File: src/rtl/core/crc_pkg.sv
// ----------------------------------------------------------------------------
// crc_pkg
// Shared constants, item and result types for the centroid radius crop.
// ----------------------------------------------------------------------------
`timescale 1ns / 1ps
`default_nettype none

package crc_pkg;

	localparam int MAX_PROTEIN_ATOMS = 4096;
	localparam int MAX_LIGAND_ATOMS  = 1024;

	localparam int COORD_W  = 24;
	localparam int BOND_W   = 13;
	localparam int INDEX_W  = 12;
	localparam int ORDER_W  = 4;
	localparam int ANUM_W   = 7;
	localparam int RADIUS_W = 16;

	localparam int PROT_AW  = $clog2(MAX_PROTEIN_ATOMS);
	localparam int SEEN_W   = PROT_AW + 1;
	localparam int HEAVY_W  = $clog2(MAX_LIGAND_ATOMS) + 1;
	localparam int SUM_W    = COORD_W + $clog2(MAX_LIGAND_ATOMS);
	localparam int DIV_W    = SUM_W + 2;
	localparam int DVSR_W   = HEAVY_W + 1;
	localparam int REM_W    = DVSR_W + 1;
	localparam int DIVCNT_W = $clog2(DIV_W + 1);
	localparam int SQ_W     = 2 * COORD_W;
	localparam int D2_W     = SQ_W + 2;
	localparam int R2_W     = 2 * RADIUS_W;
	localparam int MAP_W    = INDEX_W + 1;
	localparam int AXES     = 3;
	localparam int AXIS_W   = $clog2(AXES);

	localparam int QUEUE_DEPTH = 2;
	localparam int QPTR_W      = $clog2(QUEUE_DEPTH);
	localparam int QCNT_W      = $clog2(QUEUE_DEPTH + 1);

	localparam logic KIND_ATOM = 1'b0;
	localparam logic KIND_BOND = 1'b1;

	typedef enum logic [1:0] {
		CMD_LIGAND  = 2'd0,
		CMD_PROTEIN = 2'd1,
		CMD_BOND    = 2'd2,
		CMD_CLEAR   = 2'd3
	} cmd_t;

	typedef struct packed {
		cmd_t                      kind;
		logic                      heavy;
		logic signed [COORD_W-1:0] x;
		logic signed [COORD_W-1:0] y;
		logic signed [COORD_W-1:0] z;
		logic [BOND_W-1:0]         first;
		logic [BOND_W-1:0]         second;
		logic [ORDER_W-1:0]        order;
	} item_t;

	typedef struct packed {
		logic               kind;
		logic               kept;
		logic [INDEX_W-1:0] new_first;
		logic [INDEX_W-1:0] new_second;
		logic [ORDER_W-1:0] order;
		logic               overflow;
	} result_t;

	// Hydrogen by flag, by atomic number one, or by name when the number is unknown
	function automatic logic heavy_atom(input logic hf, input logic [ANUM_W-1:0] an,
			input logic eh);
		logic h;
		h = hf || (an == ANUM_W'(1)) || ((an == '0) && eh);
		return !h;
	endfunction

endpackage

`default_nettype wire

File: src/rtl/core/crc_queue.sv
// ----------------------------------------------------------------------------
// crc_queue
// Short queue that decouples request intake from execution.
// ----------------------------------------------------------------------------
`timescale 1ns / 1ps
`default_nettype none

module crc_queue (
	input  wire logic           clk,
	input  wire logic           arst_n,
	input  wire logic           push,
	input  wire crc_pkg::item_t push_item,
	output logic                full,
	input  wire logic           pop,
	output crc_pkg::item_t      head,
	output logic                head_valid
);

	crc_pkg::item_t                   entries_q [crc_pkg::QUEUE_DEPTH];
	logic [crc_pkg::QPTR_W-1:0]       wr_q;
	logic [crc_pkg::QPTR_W-1:0]       rd_q;
	logic [crc_pkg::QCNT_W-1:0]       count_q;

	assign full       = (count_q == crc_pkg::QCNT_W'(crc_pkg::QUEUE_DEPTH));
	assign head_valid = (count_q != '0);
	assign head       = entries_q[rd_q];

	always_ff @(posedge clk or negedge arst_n) begin
		if (!arst_n) begin
			wr_q    <= '0;
			rd_q    <= '0;
			count_q <= '0;
		end else begin
			if (push)
				wr_q <= wr_q + 1'b1;
			if (pop)
				rd_q <= rd_q + 1'b1;
			if (push && !pop)
				count_q <= count_q + 1'b1;
			else if (pop && !push)
				count_q <= count_q - 1'b1;
		end
	end

	always_ff @(posedge clk) begin
		if (push)
			entries_q[wr_q] <= push_item;
	end

`ifndef SYNTH
	a_no_push_full: assert property (@(posedge clk) disable iff (!arst_n)
		!(push && full)) else $error("request pushed into full queue");
	a_no_pop_empty: assert property (@(posedge clk) disable iff (!arst_n)
		pop |-> head_valid) else $error("pop from empty queue");
`endif

endmodule

`default_nettype wire

File: config.mk
export PLATFORM = sky130hd
export DESIGN_NAME = crc_queue
export DESIGN_NICKNAME = d
export VERILOG_FILES = /design/src/rtl/core/crc_pkg.sv /design/src/rtl/core/crc_queue.sv
export SDC_FILE = /design/constraint.sdc
export NUM_CORES = 1
export LEC_CHECK = 0
export BUFFER_PORTS_ARGS = -buffer_cell sky130_fd_sc_hd__buf_2
export CAP_MARGIN = 20
export CORE_MARGIN = 3
export CORE_UTILIZATION = 47
export DETAILED_ROUTE_END_ITERATION = 10
export PLACE_DENSITY = 0.76
export SYNTH_ARGS = -nofsm -noshare
export SYNTH_HDL_FRONTEND = slang
export SYNTH_SLANG_ARGS = --single-unit
File: constraint.sdc
create_clock -name clk -period 5.5 [get_ports clk]
set_clock_uncertainty 0.05 [all_clocks]
set_input_delay 1.1 -clock clk [delete_from_list [all_inputs] [get_ports clk]]
set_output_delay 1.1 -clock clk [all_outputs]
set_load 0.01 [all_outputs]
==> flow_summary.toml, run 1 <==
[status]
outcome = "finished, final reports clean"

[floorplanning]
core_area_mm2 = 0.01617
die_x_um = 135.9
die_area_mm2 = 0.01846
start_util = 0.4900
die_h_um = 135.9
io_pins = 216
num_rows = 46

[logic_synthesis]
synthAdderAreaFrac = 0.001579
synthXorXnorAreaFrac = 0.005526
muxShareOfSynthArea = 0.1681
synth_top_family_by_area = "multiplexers"
synth_compound_area_frac = 0
ys_ff_latch = 214
yosysUniqueCellTypes = 14
ys_warn_count = 0
synthCells = 343
syn_nets = 453
synth_seq_area_share = 0.8083
syn_area_per_cell_um2 = 23.11
yosys.area_share.simple = 0.003631
netlist_area_mm2 = 0.007925

[setup_path]
critPathMaxFanout = 57
crit_chain = "buf_12, mux2_2, buf_2"
rrSetupSlack_ns = 3.22
rr_startpoint = "wr_q"
critPathCaptureType = "primary output"
crit_path_top_delay_cell = "dfrtp_4"
rr_endpoint = "entries_q[1][8]"
worst_ep_required_time_ns = 4.35
crit_path_max_incr_delay_ns = 0.88
worstPathArrival_ns = 2.36
worstSetupStartpointType = "register"
path_class = "register to primary output"
rr_worst_depth = 2

[drt]
via_per_inst = 4.964
wl_per_cell_um = 18.05
vias = 3981
ant_nets = 0
drtIter0Drc = 252
wirelength_mm = 14.48
post-route-drc-count = 0
drtPass1Iterations = 4

[global_route]
gr-usage-all-layers = 0.1485
grt_overflow = 0
grt_pass1_vias = 4090
grt_max_degree = 69
grt_pass1_wl_mm = 21.60
antenna_found_initial = 3

[placement]
hpwl_mm = 9.637
gp_congestion = 0.7374
dp_worst_setup_slack_ns = 2.416
port_buffers = 215

[sta]
tightest_slew_ns = 0.9326
fin_crit_sh = 0.6390
setup_viol = 0
final-max-slew-violation-count = 0
worst_slew_margin_rel = 0.3782
setup_ws_ns = 1.986
hold_viol = 0
rsz0062_at_grt = "no"
tns_ns = 0
finalCriticalPeriod_ns = 3.514
clock.fmax_mhz = 284.5

[cts]
insertion_delay_ns = 0.48
cts_setup_buffers = 0
cts-hold-fix-buffers = 0
h-tree-depth = 1
clockRootBuffer = "clkbuf_16"
clk_pin_slew_ns = 0.06
cts_buffer_depth = 3
cts_tree = "built"
clkSinkCount = 214
cts-buffers-inserted = 21
cts_resized = 0

[layout]
nets = 683
fillers = 1162
syn_to_final_growth_pct = 24.27
multiInputGateArea_mm2 = 0.001428
drive_above_1_share = 0.6051
final_util = 0.6089
final-seq-area_mm2 = 0.006410

[power]
pwr-share-seq = 0.462
leakage_uw = 0.003820
switching_share = 0.2784
total_power_uw = 5020
intPower_uw = 3623
clock_power_share = 0.257
irDropWorstVdd_mv = 0.4779
combPwrFrac = 0.281
p_per_area_mw_per_mm2 = 509.8
power_switching_uw = 1398

[flow_run]
maxCapViolCount = 0

[min_path]
hold_class = "primary input to asynchronous set/reset pin"
## kinds of logic after synthesis
logic type / Yosys count
flops: 214
mux: 105
buf+inv: 13
xor+xnor: 5
simple gates: 5
fa+ha+maj: 1
## cell usage in the layout (no fill, tap or decap)
cell        instances
buf_2             215
edfxtp_1          210
mux2_2             65
mux2_4             40
clkbuf_16          21
clkbuf_1            5
xor2_1              4
clkinv_1            4
dfrtp_1             3
buf_4               3
clkinv_2            2
diode_2             1
or2_2               1
inv_1               1
nor2b_1             1
and2_4              1
nor2b_4             1
xnor2_1             1
nor2_1              1
ha_1                1
inv_6               1
bufinv_16           1
clkinvlp_4          1
buf_12              1
dfrtp_4             1
## worst max-delay path by stage
| stage | startpoint | end | slack, ns | depth (start not counted) |
|---|---|---|---|---|
| 3_5_place_dp | push | entries_q[1][98] | 2.42 | 3 |
| 3_3_place_gp | push | entries_q[1][11] | 2.45 | 3 |
| 2_1_floorplan | push | entries_q[0][0] | 1.17 | 1 |
| 6_report | rd_q | head[89] | 1.99 | 3 |
| 4_1_cts | rd_q | head[1] | 1.93 | 3 |
| 5_1_grt | rd_q | head[1] | 1.86 | 3 |
## per-layer routing
layer / GRT usage / share of wire / wire, µm
met1: 0.1940 / 0.39 / 5679
met2: 0.2387 / 0.48 / 6918
met3: 0.04959 / 0.10 / 1512
met4: 0.04591 / 0.023 / 340
met5: 0 / 0.0018 / 26
## area by class of cell
| cell class | instances | area share |
|---|---|---|
| diodes | 1 | 0.0002541 |
| clock buffers | 26 | 0.05527 |
| clock inverters | 9 | 0.007242 |
| inverters | 1 | 0.0003811 |
| multi-input cells | 116 | 0.1450 |
| flip-flops and latches | 214 | 0.6509 |
| well taps | 216 | 0.02744 |
| repair buffers | 219 | 0.1136 |
## state kept, by name (all words and copies together) (netlist names)
name	cells
entries_q	210
wr_q	1
count_q	2
rd_q	1
## critical path, delay by kind of cell (launching register included)
family | cells | cell delay (ns)
flip-flops | 1 | 0.88
buffers and inverters | 2 | 0.56
multiplexers | 1 | 0.39
## cells in the mapped netlist (all sizes together)
cell type | n | area (µm²)
dfrtp | 4 | 100.1
xnor2 | 1 | 8.760
inv | 1 | 3.750
nor2b | 2 | 12.51
mux2 | 105 | 1333
edfxtp | 210 | 6306
buf | 12 | 97.59
or2 | 1 | 6.260
xor2 | 4 | 35.03
ha | 1 | 12.51
nor2 | 1 | 3.750
and2 | 1 | 6.260
## power groups by stage
stage | Clock [µW] | Combinational (µW) | Sequential, µW
2_1_floorplan | 0 | 1020 | 2280
3_3_place_gp | 0 | 1410 | 2340
3_5_place_dp | 0 | 1430 | 2360
4_1_cts | 1330 | 1430 | 2330
5_1_grt | 1400 | 1510 | 2360
6_report | 1290 | 1410 | 2320
## through the flow
| step | hold WS, ns | instances | instance area (µm²) |
|---|---|---|---|
| after floorplan | 0.3974 | 343 | 7928 |
| after global placement | 0.4133 | 766 | 9230 |
| after detailed placement | 0.4311 | 766 | 9230 |
| after CTS | 0.3421 | 801 | 9846 |
| after global routing | 0.3431 | 802 | 9848 |
| final | 0.3616 | 802 | 9848 |
No activity file was read; power rests on OpenSTA's default activity.
==> run 2: changes to the inputs <==
--- a/config.mk
+++ b/config.mk
@@ -8,9 +8,9 @@
 export BUFFER_PORTS_ARGS = -buffer_cell sky130_fd_sc_hd__buf_2
 export CAP_MARGIN = 20
 export CORE_MARGIN = 3
-export CORE_UTILIZATION = 47
+export CORE_UTILIZATION = 52
 export DETAILED_ROUTE_END_ITERATION = 10
-export PLACE_DENSITY = 0.76
+export PLACE_DENSITY = 0.79
 export SYNTH_ARGS = -nofsm -noshare
 export SYNTH_HDL_FRONTEND = slang
 export SYNTH_SLANG_ARGS = --single-unit
==> constraint.sdc (replaced) <==
create_clock -name clk -period 3.3 [get_ports clk]
set_clock_uncertainty 0.05 [all_clocks]
set_input_delay 0.66 -clock clk [delete_from_list [all_inputs] [get_ports clk]]
set_output_delay 0.66 -clock clk [all_outputs]
set_load 0.01 [all_outputs]
==> flow_summary.toml, run 2 (synthesis results as in run 1) <==
[sta]
final-max-slew-violation-count = 0
tns_ns = 0
tightest_slew_ns = 0.7957
hold_viol = 0
setup_viol = 0
whs_ns = 0.3143
clock.fmax_mhz = 366.6
worst_slew_margin_rel = 0.4695
fin_crit_sh = 0.8265
rsz0062_at_grt = "no"
finalCriticalPeriod_ns = 2.728

[power]
total_power_uw = 8593
irDropWorstVdd_mv = 0.6437
power_switching_uw = 2354
leakage_uw = 0.003876
pwr-share-seq = 0.437
p_per_area_mw_per_mm2 = 864.9
combPwrFrac = 0.289
clock_power_share = 0.274
intPower_uw = 6239
switching_share = 0.2739

[cts]
cts_tree = "built"
cts_resized = 0
insertion_delay_ns = 0.48
clockRootBuffer = "clkbuf_16"
clkSinkCount = 214
cts-hold-fix-buffers = 1
cts_setup_buffers = 0
clk_pin_slew_ns = 0.06
h-tree-depth = 1
cts_buffer_depth = 3
cts-buffers-inserted = 22

[placement]
port_buffers = 215
hpwl_mm = 9.565
gp_congestion = 0.7995
dp_cells = 737

[global_route]
grt_pass1_vias = 4316
grt_overflow = 0
gr-usage-all-layers = 0.1692
grt_pass1_wl_mm = 22.07
grt_max_degree = 60
antenna_found_initial = 1

[layout]
final_cell_mix = "215 x buf_2, 210 x edfxtp_1, 65 x mux2_2"
fillers = 992
regMostFlops = "entries_q"
drive_above_1_share = 0.6071
final_cells = 777
final_util = 0.6759
largest_reg_flops = 210
diodes = 0
final_common_cell = "buf_2"
nets = 688
syn_to_final_growth_pct = 25.37
reg_top3 = "entries_q: 210 flops, count_q: 2 flops"

[drt]
vias = 3989
wirelength_mm = 14.52
via_per_inst = 5.134
drtPass1Iterations = 4
drtIter0Drc = 227
post-route-drc-count = 0
ant_nets = 0
wl_per_cell_um = 18.69

[setup_path]
worst_ep_required_time_ns = 2.59
path_class = "register to primary output"
worstPathArrival_ns = 2.02
worstSetupStartpointType = "register"
rr_worst_depth = 2
critPathCaptureType = "primary output"
rr_startpoint = "wr_q"
critPathMaxFanout = 47
rr_endpoint = "entries_q[1][98]"
rrSetupSlack_ns = 1.55

[floorplanning]
core_area_mm2 = 0.01470
die_x_um = 129.5
die_h_um = 129.5
start_util = 0.5392
num_rows = 44
die_area_mm2 = 0.01676
io_pins = 216

[min_path]
hold_class = "primary input to register"
worstHoldStart = "push_item[87]"
whs_path_depth = 1
min_to = "entries_q[1][87]"

[status]
outcome = "finished, final reports clean"

[flow_run]
maxCapViolCount = 0
## run 2: power groups by stage
stage / logic (µW) / registers, µW / clock network [µW]
after floorplan: 1700 / 3770 / 0
after global placement: 2490 / 3780 / 0
after detailed placement: 2520 / 3810 / 0
after CTS: 2540 / 3760 / 2400
after global routing: 2690 / 3800 / 2510
final: 2490 / 3750 / 2350
## run 2: how the worst max path moves through the flow
stage                     startpoint         endpoint  cells past startpoint
after floorplan                 push  entries_q[0][0]                      1
after global routing            rd_q         head[77]                      3
after global placement          rd_q         head[78]                      3
after detailed placement        rd_q         head[77]                      3
final                           rd_q          head[2]                      3
after CTS                       rd_q         head[77]                      3
## run 2: layout make-up
cell class	count	area, µm²	area share
clock buffers	26	586.8	0.05906
clock inverters	13	113.9	0.01146
inverters	1	3.754	0.0003778
multi-input cells	116	1428	0.1437
flip-flops and latches	214	6410	0.6451
well taps	184	230.2	0.02317
repair buffers	223	1164	0.1171
## run 2: metal layers
metal  vias up  wire (µm)  global-route usage
met5         -          7                   0
met4         2        269             0.05196
met3        23       1576             0.05730
met2       196       7072              0.2875
met1      1942       5597              0.2068
li1       1826          -                   -
## run 2: critical path, cell delays in order (launching register included)
cell,delay (ns)
dfrtp_4,0.42
buf_4,0.52
mux2_2,0.41
buf_2,0.14
## run 2: metrics by stage
stage	setup WS [ns]	cell area, µm²
after global routing	0.4689	9936
final	0.5725	9936
after CTS	0.5363	9936
after detailed placement	1.050	9225
after floorplan	0.5763	7934
after global placement	1.080	9225
